$ cat config.mk
export PLATFORM = sky130hd
export DESIGN_NAME = fdp_flip_enc
export DESIGN_NICKNAME = d
export VERILOG_FILES = /design/src/rtl/fdp_pkg.sv /design/src/rtl/fdp_flip_enc.sv
export SDC_FILE = /design/constraint.sdc
export NUM_CORES = 1
export LEC_CHECK = 0
export ABC_AREA = 1
export BUFFER_PORTS_ARGS = -buffer_cell sky130_fd_sc_hd__buf_2
export CAP_MARGIN = 20
export CORE_ASPECT_RATIO = 0.75
export CORE_MARGIN = 4
export CORE_UTILIZATION = 36
export DETAILED_ROUTE_END_ITERATION = 12
export PLACE_DENSITY = 0.82
export SYNTH_ARGS = -nofsm -noshare
export SYNTH_HDL_FRONTEND = slang
export SYNTH_SLANG_ARGS = --single-unit
$ cat constraint.sdc
create_clock -name vclk -period 3.2
set_input_delay 0 -clock vclk [all_inputs]
set_output_delay 0 -clock vclk [all_outputs]
set_load 0.05 [all_outputs]
$ cat src/rtl/fdp_pkg.sv
`timescale 1ns / 1ps
`default_nettype none
// ----------------------------------------------------------------------------
// fdp_pkg: shared types and constants
// Mode codes, expander addresses and result item layout for the flip-dot
// panel driver.
// ----------------------------------------------------------------------------
package fdp_pkg;

   typedef enum logic [1:0] {
      MODE_STORE     = 2'd0,
      MODE_REFRESH   = 2'd1,
      MODE_END_FRAME = 2'd2,
      MODE_DIRECT    = 2'd3
   } mode_type;

   // expander addresses
   localparam logic [7:0] ADDR_MODULE = 8'h40;
   localparam logic [7:0] ADDR_COLUMN = 8'h42;
   localparam logic [7:0] ADDR_ROW    = 8'h44;

   localparam logic [7:0] ALL_OFF       = 8'hFF;
   localparam logic [7:0] ROW_KEEP_MASK = 8'h0F;

   // panel geometry of one module
   localparam int MODULE_COLS = 28;
   localparam int DIGIT_ROWS  = 14;
   localparam int SEG_SIZE    = 7;

   // configuration registers (word index)
   localparam logic CSR_FLIP_HOLD = 1'b0;
   localparam logic [15:0] FLIP_HOLD_RESET = 16'd550;

   typedef struct packed {
      logic [7:0]  bus_addr;
      logic [7:0]  bus_data;
      logic [15:0] hold_us;
      logic        last;
   } result_type;

   typedef result_type [3:0] burst_type;

   // store write request, both stores share the stage index
   typedef struct packed {
      logic frame_we;
      logic frame_wd;
      logic shown_we;
      logic shown_wd;
   } store_wr_type;

endpackage
`default_nettype wire

$ cat src/rtl/fdp_flip_enc.sv
`timescale 1ns / 1ps
`default_nettype none
// ----------------------------------------------------------------------------
// fdp_flip_enc: expander write encoder
// Maps a dot and its state to the four-write flip sequence, or builds the
// single disable-all write for end of frame.
// ----------------------------------------------------------------------------
module fdp_flip_enc (
   input  fdp_pkg::mode_type   mode,
   input  wire [6:0]           x,
   input  wire [4:0]           y,
   input  wire                 dot_state,
   input  wire [15:0]          flip_hold,
   output fdp_pkg::burst_type  burst
);
   logic [1:0] mod_q;
   logic [6:0] mod_base;
   logic [4:0] col_rem;
   logic [1:0] col_digit;
   logic [2:0] col_seg;
   logic [4:0] y_rem;
   logic       row_hi;
   logic [2:0] row_seg;
   logic       low_drv;
   logic [4:0] ca;
   logic [4:0] ra;
   logic [4:0] cp;
   logic [4:0] rp;
   logic [7:0] b0;
   logic [7:0] b1;
   logic [7:0] b2;
   logic [4:0] col_rem_seg;
   logic [4:0] y_rem_seg;

   always_comb begin
      // x / 28 by compare, x below 112 on the panel
      if (x >= 7'(3 * fdp_pkg::MODULE_COLS)) begin
         mod_q = 2'd3;
      end else if (x >= 7'(2 * fdp_pkg::MODULE_COLS)) begin
         mod_q = 2'd2;
      end else if (x >= 7'(fdp_pkg::MODULE_COLS)) begin
         mod_q = 2'd1;
      end else begin
         mod_q = 2'd0;
      end
      mod_base = 7'(fdp_pkg::MODULE_COLS) * 7'(mod_q);
      col_rem  = 5'(x - mod_base);

      if (col_rem >= 5'(3 * fdp_pkg::SEG_SIZE)) begin
         col_digit = 2'd3;
      end else if (col_rem >= 5'(2 * fdp_pkg::SEG_SIZE)) begin
         col_digit = 2'd2;
      end else if (col_rem >= 5'(fdp_pkg::SEG_SIZE)) begin
         col_digit = 2'd1;
      end else begin
         col_digit = 2'd0;
      end
      col_rem_seg = col_rem - 5'(fdp_pkg::SEG_SIZE) * 5'(col_digit) + 5'd1;
      col_seg     = col_rem_seg[2:0];

      low_drv = (y < 5'(fdp_pkg::DIGIT_ROWS));
      y_rem   = low_drv ? y : 5'(y - 5'(fdp_pkg::DIGIT_ROWS));
      row_hi  = (y_rem >= 5'(fdp_pkg::SEG_SIZE));
      y_rem_seg = (row_hi ? 5'(y_rem - 5'(fdp_pkg::SEG_SIZE)) : y_rem) + 5'd1;
      row_seg = y_rem_seg[2:0];

      ca = {col_digit, col_seg};
      ra = {row_hi, ~dot_state, row_seg};
      // column fully reversed; row: low three reversed, upper two swapped
      cp = {ca[0], ca[1], ca[2], ca[3], ca[4]};
      rp = {ra[3], ra[4], ra[0], ra[1], ra[2]};

      b0 = ~(8'd1 << mod_q);
      b1 = {rp[0], ~dot_state, cp, 1'b0};
      b2 = {~low_drv, dot_state, low_drv, dot_state, rp[4:1]};

      burst[0] = '{bus_addr: fdp_pkg::ADDR_MODULE, bus_data: b0,
                   hold_us: 16'd0, last: 1'b0};
      burst[1] = '{bus_addr: fdp_pkg::ADDR_COLUMN, bus_data: b1,
                   hold_us: 16'd0, last: 1'b0};
      burst[2] = '{bus_addr: fdp_pkg::ADDR_ROW, bus_data: b2,
                   hold_us: flip_hold, last: 1'b0};
      burst[3] = '{bus_addr: fdp_pkg::ADDR_ROW,
                   bus_data: b2 & fdp_pkg::ROW_KEEP_MASK,
                   hold_us: 16'd0, last: 1'b1};
      if (mode == fdp_pkg::MODE_END_FRAME) begin
         burst[0] = '{bus_addr: fdp_pkg::ADDR_MODULE, bus_data: fdp_pkg::ALL_OFF,
                      hold_us: 16'd0, last: 1'b1};
      end
   end

endmodule
`default_nettype wire

==> metrics <==
final worst-path cycle share between 90 and 100%; Min-Delay Path Class in2out; maximum number of pins on one net before global-route repair 6; diode count 0; Remaining DRCs 0; detailed-route via count 920; outcome finished, final reports clean; synthesized cell area 1470 sq um; register area share after synthesis 0%; I/O pin count about 160; cell accounting for the most synthesized area buf_4; Pleak 0.869 nW; Core ar. between 3000 and 4000 sq um; Antenna Violating Nets Remaining 0; VDD IR-drop max 0.000355 V; synth-to-layout area growth -11.3%; Die W 81.8 microns; number of buffers inserted by port buffering 39; WS Path Type in2out; CLK BUF 0; Setup crit start x[3]; CP endpoint kind output pin; Post-Route WL 2170 microns; fin nets 276; # setup viols final 0; Yosys warning count 0; max_cap viols 0; Detailed Route Iter0 Violations 14; GP Congestion 0.765; count of TritonRoute iterations in the first routing pass 4; Via density 3.26; Rows 19; Pwr Density 582 nW/um^2; Unique masters post-synth 20; Hold Crit Depth 0; die area approximately 5200 sq um; Die Ht 63.3 microns; crit start category input pin; first-pass GRT wire length just over 3000 microns; Max Transition Viols Final 0; GR Overflow Total 0; Syn Inst Count 214; Reg area 0 sq um; layout cells sized above 1 between 20% and 30%; initial antenna violation count 0; Max Freq 0.338 GHz; Yosys top cell area share 59.7%; worst setup path end burst[53]; Final Power 0.759 mW; Avg Inst Size Synth 6.87 sq um; required time of the critical path 3.20 ns; mean routed wirelength per cell between 7 and 8 microns; Hold Buf Count CTS 0; Fin. Hold Viols 0; Synth area leaders buf_4, ha_1, inv_1, nand2_1, xor2_1; Synth top cells by count buf_4, inv_1, nand2_1, ha_1, o21ai_0; Global Route Usage Sum 6.63%; placed cell areas ~1300 sq um; Starting Density 38.7%; total number of sequential cells 0; vias in the first global route ~740; CP max FO 3; minimum clock period between 2 and 3 ns; crit path DAT 2.96 ns; Hold Crit Start flip_hold[10]; count leader, synth buf_4; fin area 1300 sq um; detailed placement HPWL 2030 microns
kinds of logic (layout without fill, tap and decap cells):
| family | after synthesis | count (layout) | synth area share, % |
|---|---|---|---|
| XOR/XNOR | 7 | 7 | 5.19 |
| other | 2 | 92 | 0.511 |
| AND/OR/NAND/NOR | 37 | 37 | 12.3 |
| AO/OA/AOI/OAI | 10 | 10 | 3.57 |
| adder cells (fa/ha/maj) | 13 | 13 | 11.6 |
| buffers and inverters | 145 | 71 | 66.9 |
worst max-delay path: stages:
cell,delay [ns]
buf_2,0.10
nand2_1,0.08
nor3_2,0.14
inv_1,0.07
nand2_2,0.08
inv_1,0.07
ha_1,0.27
inv_1,0.05
fa_1,0.59
o21ai_0,0.12
inv_1,0.13
nand2_1,0.08
nand2_1,0.06
inv_1,0.04
ha_1,0.25
inv_1,0.06
ha_2,0.22
xor2_4,0.21
xor2_4,0.16
buf_6,0.17
layer usage:
metal  wire length, microns  global-route usage, %
met3                    305                  0.427
met2                   1200                   13.2
met1                    626                   7.40
met5                      0                      0
met4                     42                   1.45
cells in the final DEF, fill, tap and decap left out, drive strengths merged:
cell / instances
conb: 92
buf: 43
inv: 28
nor3: 1
ha: 12
o211ai: 1
o21ai: 7
xnor2: 1
nand3b: 1
xor2: 6
nand3: 5
nand2: 25
a21oi: 2
fa: 1
nor2: 5
through the flow:
step	setup slack (ns)	cells	hold WS (ns)	TNS (ns)	util [%]
final	0.240	282	0.0000220	0	34.3
after global routing	-0.0000708	282	0.0000858	-0.0000708	34.3
after CTS	0.0263	281	0.000341	0	33.2
after detailed placement	0.0272	281	0.000341	0	33.2
after global placement	0.117	281	0.000341	0	33.2
after floorplan	0.0352	304	0.167	0	-
how the worst min path moves through the flow:
stage                            to
final                     burst[77]
after global placement    burst[67]
after CTS                 burst[67]
after global routing      burst[76]
after detailed placement  burst[67]
after floorplan           burst[67]
cell type report:
cell class / instances / area [sq um]
fill: 418 / 2500
inverter: 28 / 105
multi-input combinational: 159 / 902
tap: 52 / 65.1
timing repair buffer: 43 / 231
where the power goes:
part | total [mW] | internal [mW] | leakage [nW] | switching, mW
clock network | 0 | 0 | 0 | 0
registers | 0 | 0 | 0 | 0
logic | 0.759 | 0.158 | 0.869 | 0.601
timing repair:
action / CTS / global route
resized for setup: 0 / 9
setup endpoints to repair: 0 / 1
buffers inserted: 0 / 1
(Power assumes the default switching activity.)
